$ cat config.mk
export PLATFORM = sky130hd
export DESIGN_NAME = replay_window_check
export DESIGN_NICKNAME = d
export VERILOG_FILES = /design/src/rtl/rwc_pkg.sv /design/src/rtl/rwc_csr.sv /design/src/rtl/rwc_window.sv /design/src/rtl/replay_window_check.sv
export SDC_FILE = /design/constraint.sdc
export NUM_CORES = 1
export LEC_CHECK = 0
export ABC_AREA = 1
export BUFFER_PORTS_ARGS = -buffer_cell sky130_fd_sc_hd__clkbuf_2
export CELL_PAD_IN_SITES_DETAIL_PLACEMENT = 0
export CELL_PAD_IN_SITES_GLOBAL_PLACEMENT = 1
export CORE_UTILIZATION = 30
export DETAILED_ROUTE_END_ITERATION = 16
export GPL_TIMING_DRIVEN = 0
export PLACE_DENSITY_LB_ADDON = 0.1
export SLEW_MARGIN = 20
export SYNTH_ARGS = -nofsm -noshare
export SYNTH_HDL_FRONTEND = slang
export SYNTH_HIERARCHICAL = 1
export SYNTH_SLANG_ARGS = --single-unit
export TNS_END_PERCENT = 1
$ cat constraint.sdc
create_clock -name clock -period 10.9 [get_ports clock]
set_clock_uncertainty 0.05 [all_clocks]
set_input_delay 2.18 -clock clock [delete_from_list [all_inputs] [get_ports clock]]
set_output_delay 2.18 -clock clock [all_outputs]
set_load 0.005 [all_outputs]
$ cat src/rtl/rwc_pkg.sv
// ---------------------------------------------------------------------------
// rwc_pkg
// Shared types and codes for the replay window check block: status codes,
// request modes, register indexes and the configuration struct.
// ---------------------------------------------------------------------------
package rwc_pkg;

   localparam int SEQ_W    = 32;
   localparam int WIN_W    = 5;
   localparam int STATUS_W = 2;
   localparam int CSR_AW   = 3;
   localparam int CSR_DW   = 32;

   // result status codes
   localparam logic [STATUS_W-1:0] STATUS_OK      = 2'd0;
   localparam logic [STATUS_W-1:0] STATUS_WRAPPED = 2'd1;
   localparam logic [STATUS_W-1:0] STATUS_REPLAY  = 2'd2;
   localparam logic [STATUS_W-1:0] STATUS_OLD     = 2'd3;

   // request modes
   localparam logic MODE_CHECK    = 1'b0;
   localparam logic MODE_ROLLBACK = 1'b1;

   // register index, taken from paddr bit 2
   localparam logic REG_WINDOW_SIZE    = 1'b0;
   localparam logic REG_SEQUENCE_LIMIT = 1'b1;

   localparam logic [WIN_W-1:0] WINDOW_SIZE_RESET    = 5'd31;
   localparam logic [SEQ_W-1:0] SEQUENCE_LIMIT_RESET = 32'hFFFF_FFFF;

   typedef struct packed {
      logic [WIN_W-1:0] window_size;
      logic [SEQ_W-1:0] sequence_limit;
   } cfg_type;

endpackage

$ cat src/rtl/rwc_csr.sv
// ---------------------------------------------------------------------------
// rwc_csr
// APB-style register file holding the window size and the sequence limit.
// ---------------------------------------------------------------------------
module rwc_csr (
   input  logic                            clock,
   input  logic                            reset,
   input  logic                            csr_psel,
   input  logic                            csr_penable,
   input  logic                            csr_pwrite,
   input  logic [rwc_pkg::CSR_AW-1:0]      csr_paddr,
   input  logic [rwc_pkg::CSR_DW-1:0]      csr_pwdata,
   output logic [rwc_pkg::CSR_DW-1:0]      csr_prdata,
   output logic                            csr_pready,
   output rwc_pkg::cfg_type                cfg
);

   rwc_pkg::cfg_type cfg_ff;
   rwc_pkg::cfg_type cfg_in;
   logic             wr_en;
   logic             reg_sel;

   assign csr_pready = 1'b1;
   assign wr_en      = csr_psel && csr_penable && csr_pwrite;
   assign reg_sel    = csr_paddr[2];

   always_comb begin
      cfg_in = cfg_ff;
      if (wr_en) begin
         case (reg_sel)
            rwc_pkg::REG_WINDOW_SIZE:
               cfg_in.window_size = csr_pwdata[rwc_pkg::WIN_W-1:0];
            rwc_pkg::REG_SEQUENCE_LIMIT:
               cfg_in.sequence_limit = csr_pwdata[rwc_pkg::SEQ_W-1:0];
            default: cfg_in = cfg_ff;
         endcase
      end
   end

   always_comb begin
      case (reg_sel)
         rwc_pkg::REG_WINDOW_SIZE:
            csr_prdata = {{(rwc_pkg::CSR_DW-rwc_pkg::WIN_W){1'b0}}, cfg_ff.window_size};
         rwc_pkg::REG_SEQUENCE_LIMIT:
            csr_prdata = cfg_ff.sequence_limit;
         default: csr_prdata = '0;
      endcase
   end

   always_ff @(posedge clock) begin
      if (reset) begin
         cfg_ff.window_size    <= rwc_pkg::WINDOW_SIZE_RESET;
         cfg_ff.sequence_limit <= rwc_pkg::SEQUENCE_LIMIT_RESET;
      end else begin
         cfg_ff <= cfg_in;
      end
   end

   assign cfg = cfg_ff;

endmodule

$ cat src/rtl/rwc_window.sv
// ---------------------------------------------------------------------------
// rwc_window
// Window state and the combinational classification of one request.
// State is committed when the request moves to the result register.
// ---------------------------------------------------------------------------
module rwc_window (
   input  logic                              clock,
   input  logic                              reset,
   input  logic                              commit,
   input  logic                              mode,
   input  logic [rwc_pkg::SEQ_W-1:0]         seq,
   input  rwc_pkg::cfg_type                  cfg,
   output logic [rwc_pkg::STATUS_W-1:0]      status
);

   logic [rwc_pkg::SEQ_W-1:0] last_ff, last_in;
   logic [rwc_pkg::SEQ_W-1:0] highest_ff, highest_in;
   logic [rwc_pkg::SEQ_W-1:0] bits_ff, bits_in;
   logic                      first_ff, first_in;
   logic [rwc_pkg::SEQ_W-1:0] saved_last_ff, saved_last_in;
   logic [rwc_pkg::SEQ_W-1:0] saved_bits_ff, saved_bits_in;

   logic                      wrapped;
   logic                      newer;
   logic                      equal;
   logic                      too_old;
   logic [rwc_pkg::SEQ_W-1:0] fwd_dist;
   logic [rwc_pkg::SEQ_W-1:0] back_dist;
   logic [rwc_pkg::SEQ_W-1:0] shifted;
   logic [rwc_pkg::SEQ_W-1:0] mask;
   logic [rwc_pkg::SEQ_W:0]   reach;

   assign wrapped   = last_ff >= cfg.sequence_limit;
   assign newer     = seq > highest_ff;
   assign equal     = seq == highest_ff;
   assign fwd_dist  = seq - highest_ff;
   assign back_dist = highest_ff - seq;
   // shift of 32 or more empties the window
   assign shifted   = (fwd_dist[rwc_pkg::SEQ_W-1:rwc_pkg::WIN_W] != '0) ? '0
                      : (bits_ff << fwd_dist[rwc_pkg::WIN_W-1:0]);
   assign mask      = {{(rwc_pkg::SEQ_W-1){1'b0}}, 1'b1} << back_dist[rwc_pkg::WIN_W-1:0];
   assign reach     = {1'b0, seq}
                      + {{(rwc_pkg::SEQ_W+1-rwc_pkg::WIN_W){1'b0}}, cfg.window_size};
   assign too_old   = reach < {1'b0, highest_ff};

   always_comb begin
      last_in       = last_ff;
      highest_in    = highest_ff;
      bits_in       = bits_ff;
      first_in      = first_ff;
      saved_last_in = saved_last_ff;
      saved_bits_in = saved_bits_ff;
      status        = rwc_pkg::STATUS_OK;
      if (mode == rwc_pkg::MODE_ROLLBACK) begin
         // zero in a saved copy means nothing to restore
         if (saved_bits_ff != '0) begin
            bits_in       = saved_bits_ff;
            saved_bits_in = '0;
         end
         if (saved_last_ff != '0) begin
            last_in       = saved_last_ff;
            saved_last_in = '0;
         end
      end else if (wrapped) begin
         status = rwc_pkg::STATUS_WRAPPED;
      end else begin
         saved_last_in = last_ff;
         saved_bits_in = bits_ff;
         if (newer) begin
            bits_in    = shifted;
            highest_in = seq;
            last_in    = seq;
         end else if (equal) begin
            if (!first_ff) begin
               status = rwc_pkg::STATUS_REPLAY;
            end else begin
               first_in = 1'b0;
               last_in  = seq;
            end
         end else if (too_old) begin
            status = rwc_pkg::STATUS_OLD;
         end else if ((bits_ff & mask) != '0) begin
            status = rwc_pkg::STATUS_REPLAY;
         end else begin
            bits_in = bits_ff | mask;
            last_in = seq;
         end
      end
   end

   always_ff @(posedge clock) begin
      if (reset) begin
         last_ff       <= '0;
         highest_ff    <= '0;
         bits_ff       <= '0;
         first_ff      <= 1'b1;
         saved_last_ff <= '0;
         saved_bits_ff <= '0;
      end else if (commit) begin
         last_ff       <= last_in;
         highest_ff    <= highest_in;
         bits_ff       <= bits_in;
         first_ff      <= first_in;
         saved_last_ff <= saved_last_in;
         saved_bits_ff <= saved_bits_in;
      end
   end

endmodule

$ cat src/rtl/replay_window_check.sv
// ---------------------------------------------------------------------------
// replay_window_check
// Sliding-window anti-replay check on 32-bit sequence numbers with a
// one-step roll-back of the last check.
//
// Requests arrive on the req_ channel (valid/ready): req_mode selects a check
// of req_sequence_req or a roll-back. Each request yields exactly one status
// on the rsp_ channel (valid/ready): accepted, wrapped, replay or old.
// A request is held in an input register; the window state is read, updated
// and the status loaded into the result register in one step. One request
// per cycle is sustained while the receiver takes results; the only path is
// the compare/shift logic between the two registers. When the receiver
// stalls, the result register holds its status and one more request waits in
// the input register, after which req_ready drops. Synchronous reset empties
// both registers, clears the window state (first-number flag set) and loads
// the register defaults: window size 31, sequence limit all ones. Registers
// are written over the csr_ APB port at byte addresses 0 and 4; the user must
// write them only while no request is in flight; the block never checks it.
// ---------------------------------------------------------------------------
module replay_window_check (
   input  logic                              clock,
   input  logic                              reset,
   input  logic                              req_valid,
   output logic                              req_ready,
   input  logic                              req_mode,
   input  logic [rwc_pkg::SEQ_W-1:0]         req_sequence_req,
   output logic                              rsp_valid,
   input  logic                              rsp_ready,
   output logic [rwc_pkg::STATUS_W-1:0]      rsp_status,
   input  logic                              csr_psel,
   input  logic                              csr_penable,
   input  logic                              csr_pwrite,
   input  logic [rwc_pkg::CSR_AW-1:0]        csr_paddr,
   input  logic [rwc_pkg::CSR_DW-1:0]        csr_pwdata,
   output logic [rwc_pkg::CSR_DW-1:0]        csr_prdata,
   output logic                              csr_pready
);

   rwc_pkg::cfg_type                cfg;
   logic                            in_valid_ff, in_valid_in;
   logic                            in_mode_ff;
   logic [rwc_pkg::SEQ_W-1:0]       in_seq_ff;
   logic                            out_valid_ff, out_valid_in;
   logic [rwc_pkg::STATUS_W-1:0]    out_status_ff;
   logic [rwc_pkg::STATUS_W-1:0]    status;
   logic                            req_xfer;
   logic                            advance;

   rwc_csr u_csr (
      .clock       (clock),
      .reset       (reset),
      .csr_psel    (csr_psel),
      .csr_penable (csr_penable),
      .csr_pwrite  (csr_pwrite),
      .csr_paddr   (csr_paddr),
      .csr_pwdata  (csr_pwdata),
      .csr_prdata  (csr_prdata),
      .csr_pready  (csr_pready),
      .cfg         (cfg)
   );

   rwc_window u_window (
      .clock  (clock),
      .reset  (reset),
      .commit (advance),
      .mode   (in_mode_ff),
      .seq    (in_seq_ff),
      .cfg    (cfg),
      .status (status)
   );

   // move the held request on whenever the result register is free
   assign advance   = in_valid_ff && (!out_valid_ff || rsp_ready);
   assign req_ready = !in_valid_ff || advance;
   assign req_xfer  = req_valid && req_ready;

   assign in_valid_in  = req_xfer ? 1'b1 : (advance ? 1'b0 : in_valid_ff);
   assign out_valid_in = advance ? 1'b1 : (rsp_ready ? 1'b0 : out_valid_ff);

   always_ff @(posedge clock) begin
      if (reset) begin
         in_valid_ff  <= 1'b0;
         out_valid_ff <= 1'b0;
      end else begin
         in_valid_ff  <= in_valid_in;
         out_valid_ff <= out_valid_in;
      end
   end

   always_ff @(posedge clock) begin
      if (req_xfer) begin
         in_mode_ff <= req_mode;
         in_seq_ff  <= req_sequence_req;
      end
      if (advance) begin
         out_status_ff <= status;
      end
   end

   assign rsp_valid  = out_valid_ff;
   assign rsp_status = out_status_ff;

endmodule
==> impl_metrics.tcl, run 1 <==
set metrics [dict create \
    worstSetupStartpoint "in_seq_ff[1]$_DFFE_PP_" \
    postRouteAntennaNets 0 \
    final_util_pct 35.0 \
    antenna_found_initial 0 \
    max_freq_mhz 186 \
    maxSlewHeadroom_pct 30.8 \
    synth_top_family_by_area "simple AND/OR/NAND/NOR gates" \
    finalCritPeriodShare_pct 49.4 \
    r2r-end "u_window/last_ff[16]$_SDFFE_PP0P_" \
    yosys.area.top_type "dfxtp_1" \
    criticalPathCategory "flop to flop" \
    setup.worst_path.end_class "flop" \
    finalSetupTns_ps 0 \
    ys_top_cells_by_count "nand2_1, inv_1, a21oi_1" \
    path_clk_slew_ps 70 \
    synth_edf_count 35 \
    multi_input_area_um2 10200 \
    globalRouteOverflowTotal 0 \
    routed_via_density 5.00 \
    syn-cell-area_um2 17300 \
    worst_pin_slew_ps 1030 \
    leakage_nw 9.58 \
    post-route-min-period_ps 5390 \
    irDropWorstVdd_mv 0.121 \
    critPathTopFamily "simple AND/OR/NAND/NOR gates" \
    ios 112 \
    drive_above_1_share_pct 9.08 \
    drt-total-wl_mm 71.0 \
    holdCritPathClass "flop to flop" \
    wl_per_cell_um 19.4 \
    fp-row-count 87 \
    setup_viol 0 \
    cts_tree "yes" \
    cts_num_sinks 235 \
    critical_path_arrival_ps 5840 \
    hold_viol 0 \
    core_um2 56700 \
    ctsHtreeMaxLevel 1 \
    clock_latency_ps 590 \
    synthSimpleGateAreaFrac_pct 35.2 \
    place_congestion 0.916 \
    maxCapViolCount 0 \
    synth-seq-area-share_pct 29.2 \
    drt_iter0_markers 1484 \
    cts-root-buf "clkbuf_16" \
    critical_path_depth 27 \
    regArea_um2 5050 \
    grt_pass1_vias 17670 \
    syn_nets 2923 \
    cts_max_path_buffers 3 \
    synth_adder_area_share_pct 7.87 \
    start_util_pct 30.5 \
    netlist.area_leader.share_pct 23.1 \
    synthTopCellsByArea "dfxtp_1, nand2_1, inv_1" \
    crit_top_cell "inv_1" \
    grt.total_usage_pct 23.7 \
    synth_seq_cells 235 \
    power_density_nw_per_um2 139 \
    grt_pass1_wl_mm 107 \
    worst_path_largest_cell_delay_ps 510 \
    numCtsBuffers 30 \
    dpl.hpwl_mm 58.3 \
    synthXorXnorAreaFrac_pct 1.37 \
    synth_ff_type "dfxtp_1" \
    slowest_stage "edfxtp_1" \
    synth_most_common_cell "nand2_1" \
    synthCells 2741 \
    synth_warnings 6 \
    muxShareOfSynthArea_pct 0.984 \
    rsz0062_at_grt "no" \
    synth.avg_cell_area_um2 6.31 \
    die-area_um2 58600 \
    die_x_um 242 \
    grt_max_degree 32 \
    die_h_um 242 \
    first_pass_iters 6 \
    rrSetupSlack_ps 5510 \
    path_max_fanout 10 \
    n_antenna_cell 0 \
    cts_resized 0 \
    synth_compound_area_share_pct 13.4 \
    cp.required_ps 11350 \
    crit_end "u_window/last_ff[16]$_SDFFE_PP0P_" \
    cts_hold_buf 0 \
    via_count 18321 \
    outcome "completed" \
    worst-r2r-cell-count 27 \
    nNetsFinal 3064 \
    critPathBufInv 7 \
    area_delta_synth_final_pct 14.7 \
    async_reset_ff_share_pct 0 \
    synth_cell_type_count 53 \
    r2r_start "in_seq_ff[1]$_DFFE_PP_" \
    worst_hold_slack_ps 414 \
    slew_viol_final 0 \
    start_kind "flop" \
    fillers 6379 \
    cts_setup_buffers 0 \
    drcViolationCount 0 \
    io_buffers 108 \
]
-- worst min-delay path by stage --
| stage | from | to | slack (ps) | depth (start not counted) |
|---|---|---|---|---|
| after CTS | u_window/saved_bits_ff[11]$_SDFFE_PP0P_ | u_window/saved_bits_ff[11]$_SDFFE_PP0P_ | 420 | 2 |
| after global placement | u_window/saved_bits_ff[11]$_SDFFE_PP0P_ | u_window/saved_bits_ff[11]$_SDFFE_PP0P_ | 400 | 2 |
| after floorplan | u_window/saved_bits_ff[11]$_SDFFE_PP0P_ | u_window/saved_bits_ff[11]$_SDFFE_PP0P_ | 390 | 2 |
| after global routing | u_window/saved_bits_ff[11]$_SDFFE_PP0P_ | u_window/saved_bits_ff[11]$_SDFFE_PP0P_ | 450 | 2 |
| after detailed placement | u_window/saved_bits_ff[11]$_SDFFE_PP0P_ | u_window/saved_bits_ff[11]$_SDFFE_PP0P_ | 410 | 2 |
| final | u_window/saved_bits_ff[11]$_SDFFE_PP0P_ | u_window/saved_bits_ff[11]$_SDFFE_PP0P_ | 410 | 2 |
-- power breakdown --
part	leakage, nW	switching, mW	internal (mW)	total [mW]
sequential	1.97	0.0541	0.920	0.974
clock	0.509	0.422	0.634	1.06
combinational	7.10	0.513	0.223	0.736
-- registers in the layout, indices dropped and copies added (netlist names) --
| name | flops |
|---|---|
| rsp_valid | 1 |
| u_window/first_ff | 1 |
| u_window/highest_ff | 32 |
| u_window/bits_ff | 32 |
| in_mode_ff | 1 |
| in_seq_ff | 32 |
| rsp_status | 2 |
| u_window/last_ff | 32 |
| u_csr/cfg | 37 |
| u_window/saved_bits_ff | 32 |
| u_window/saved_last_ff | 32 |
| in_valid_ff | 1 |
-- layer usage --
metal  part of all wire, %  vias to the layer above  track usage, %
met3                   3.3                       97            1.89
met1                    46                     8624            31.4
met5                     0                        -               0
li1                      -                     9216               -
met2                    48                      384            41.0
met4                   2.9                        0            6.83
-- cell type report --
cell class                      count  area share [%]
Timing Repair Buffer              109            2.83
Clock buffer                       40            4.23
Sequential cell                   235            25.5
Multi-Input combinational cell   2003            51.3
Inverter                          369            7.00
Buffer                            134            3.40
Tap cell                          756            4.77
Clock inverter                     16           0.953
-- stage by stage --
stage	total power [mW]	cell area [um^2]	setup WS, ps	std cells
2_1_floorplan	1.45	17300	6010	2741
3_3_place_gp	1.73	18800	5480	3605
3_5_place_dp	1.73	18800	5510	3606
4_1_cts	2.79	19800	5480	3662
5_1_grt	2.92	19800	5100	3662
6_report	2.77	19800	5510	3662
-- cell usage in the layout (no fill, tap or decap), drive strengths merged, types with 2 or more instances in the layout --
cell type and n:
or2 7, o21a 5, fa 3, mux2i 17, o21bai 5, bufinv 4
dfxtp 200, nor2 212, xnor2 2, buf 73, clkinv 10, a21o 2
o21ai 179, xor2 25, a21oi 219, a31o 2, edfxtp 35, o22ai 6
nand4 83, a31oi 9, ha 104, nand3b 12, clkbuf 210, nor3 28
inv 371, a211oi 7, nor4 24, o211ai 5, nand2 823, nand3 218
-- cells by family after synthesis --
family | after synthesis
buf+inv | 503
other cells | 1
simple gates | 1409
fa+ha+maj | 107
compound gates | 442
flops | 235
xor+xnor | 27
mux | 17
-- tightest hold or removal path: stages, from the launching register on --
cell	delay [ps]
dfxtp_1	300
nand2_1	60
a21oi_1	60
Power figures use the tool's default switching activity.
==> run 2: changes to the inputs <==
==> constraint.sdc (replaced) <==
create_clock -name clock -period 4.5 [get_ports clock]
set_clock_uncertainty 0.05 [all_clocks]
set_input_delay 0.9 -clock clock [delete_from_list [all_inputs] [get_ports clock]]
set_output_delay 0.9 -clock clock [all_outputs]
set_load 0.005 [all_outputs]
==> impl_metrics.tcl, run 2 (synthesis results as in run 1) <==
set metrics [dict create \
    post-route-min-period_ps 4480 \
    worst_pin_slew_ps 1030 \
    final_common_cell "nand2_1" \
    ctsHtreeMaxLevel 1 \
    grt_pass1_vias 17752 \
    p_sw_share_pct 35.8 \
    globalRouteOverflowTotal 0 \
    leakage_nw 9.75 \
    finalCritPeriodShare_pct 99.6 \
    grt_pass1_wl_mm 108 \
    fp-row-count 87 \
    core_um2 56700 \
    die-area_um2 58600 \
    critical_path_arrival_ps 4910 \
    p_sw_mw 2.42 \
    maxCapViolCount 0 \
    worst_path_largest_cell_delay_ps 520 \
    outcome "completed" \
    internal-power_mw 4.34 \
    drt_iter0_markers 1318 \
    critPathBufInv 4 \
    mostFrequentLayoutCells "nand2_1, inv_1, a21oi_1, nand3_1, dfxtp_1" \
    largest_reg_flops 37 \
    cts_hold_buf 0 \
    io_buffers 108 \
    power_density_nw_per_um2 331 \
    cp.required_ps 4920 \
    n_antenna_cell 0 \
    setup_viol 0 \
    path_clk_slew_ps 70 \
    slew_viol_final 0 \
    cts_tree "yes" \
    drive_above_1_share_pct 12.1 \
    drcViolationCount 0 \
    place_congestion 0.916 \
    cts-root-buf "clkbuf_16" \
    routed_via_density 5.00 \
    p_comb_share_pct 27.2 \
    cts_num_sinks 235 \
    area_delta_synth_final_pct 17.8 \
    clock_latency_ps 590 \
    die_h_um 242 \
    pwr-share-clk_pct 37.8 \
    max_freq_mhz 223 \
    first_pass_iters 5 \
    start_util_pct 30.5 \
    maxSlewHeadroom_pct 30.9 \
    dpl.hpwl_mm 58.3 \
    final_util_pct 35.9 \
    nNetsFinal 3081 \
    hold_viol 0 \
    rsz0062_at_grt "yes" \
    worst_hold_slack_ps 410 \
    ios 112 \
    total_power_mw 6.75 \
    criticalPathCategory "flop to flop" \
    holdCritPathClass "flop to flop" \
    start_kind "flop" \
    irDropWorstVdd_mv 0.292 \
    via_count 18405 \
    crit_top_cell "nand4_1" \
    wl_per_cell_um 19.4 \
    cts_max_path_buffers 3 \
    drt-total-wl_mm 71.5 \
    finalSetupTns_ps 0 \
    postRouteAntennaNets 0 \
    slowest_stage "edfxtp_1" \
    setup.worst_path.end_class "flop" \
    seqPwrFrac_pct 35.0 \
    numCtsBuffers 30 \
    path_max_fanout 10 \
    grt.total_usage_pct 23.8 \
    die_x_um 242 \
    critPathTopFamily "simple AND/OR/NAND/NOR gates" \
    antenna_found_initial 0 \
    grt_max_degree 32 \
]
-- run 2: cell types whose count changed in the layout (fill, tap and decap cells not counted), moves of 9 or more --
cell,delta
buf_4,+12
nor2_1,-17
a21oi_1,-9
a21oi_2,+9
nor2_2,+11
nand2_2,+21
nand2_1,-23
-- run 2: power groups by stage --
stage	logic [mW]	clock network, mW	registers [mW]
floorplan	1.18	0	2.34
global placement	1.78	0	2.41
detailed placement	1.78	0	2.41
CTS	1.79	2.62	2.36
global route	2.05	2.70	2.37
finish	1.84	2.55	2.36
-- run 2: stage by stage --
stage          cells  setup slack [ps]  instance area, um^2
2_1_floorplan   2741               635                17300
3_3_place_gp    3605              -919                18800
3_5_place_dp    3606              -887                18800
4_1_cts         3667              8.76                20000
5_1_grt         3679              -187                20400
6_report        3679              15.9                20400
-- run 2: routing by layer --
layer	vias up	wire [um]	global-route usage, %
met5	-	0	0
met4	0	2310	7.52
met3	107	2340	1.89
met2	417	34000	40.8
met1	8632	32800	31.5
li1	9249	-	-
-- run 2: final timing paths --
path | end | start | depth (start not counted) | slack [ps]
setup reg to reg | u_window/bits_ff[2]$_SDFFE_PP0P_ | in_seq_ff[1]$_DFFE_PP_ | 27 | 20
hold reg to reg | u_window/saved_bits_ff[11]$_SDFFE_PP0P_ | u_window/saved_bits_ff[11]$_SDFFE_PP0P_ | 2 | 410
hold / removal | u_window/saved_bits_ff[11]$_SDFFE_PP0P_ | u_window/saved_bits_ff[11]$_SDFFE_PP0P_ | 2 | 410
setup / recovery | u_window/bits_ff[2]$_SDFFE_PP0P_ | in_seq_ff[1]$_DFFE_PP_ | 27 | 20
-- run 2: cell type report --
type | count | area, um^2
Clock buffer | 40 | 840
Tap cell | 756 | 946
Fill cell | 6347 | 36300
Multi-Input combinational cell | 2004 | 10500
Timing Repair Buffer | 125 | 741
Buffer | 134 | 707
Clock inverter | 16 | 189
Inverter | 369 | 1400
Sequential cell | 235 | 5060
-- run 2: timing repair --
item,4_1_cts,5_1_grt
buffers inserted,5,8
pin swaps,3,19
setup endpoints to repair,66,65
gates resized for setup,26,81
cloned,0,4
-- run 2: tightest hold or removal path: stages, from the launching register on --
cell and delay, ps:
dfxtp_1 300, nand2_1 50, a21oi_1 60
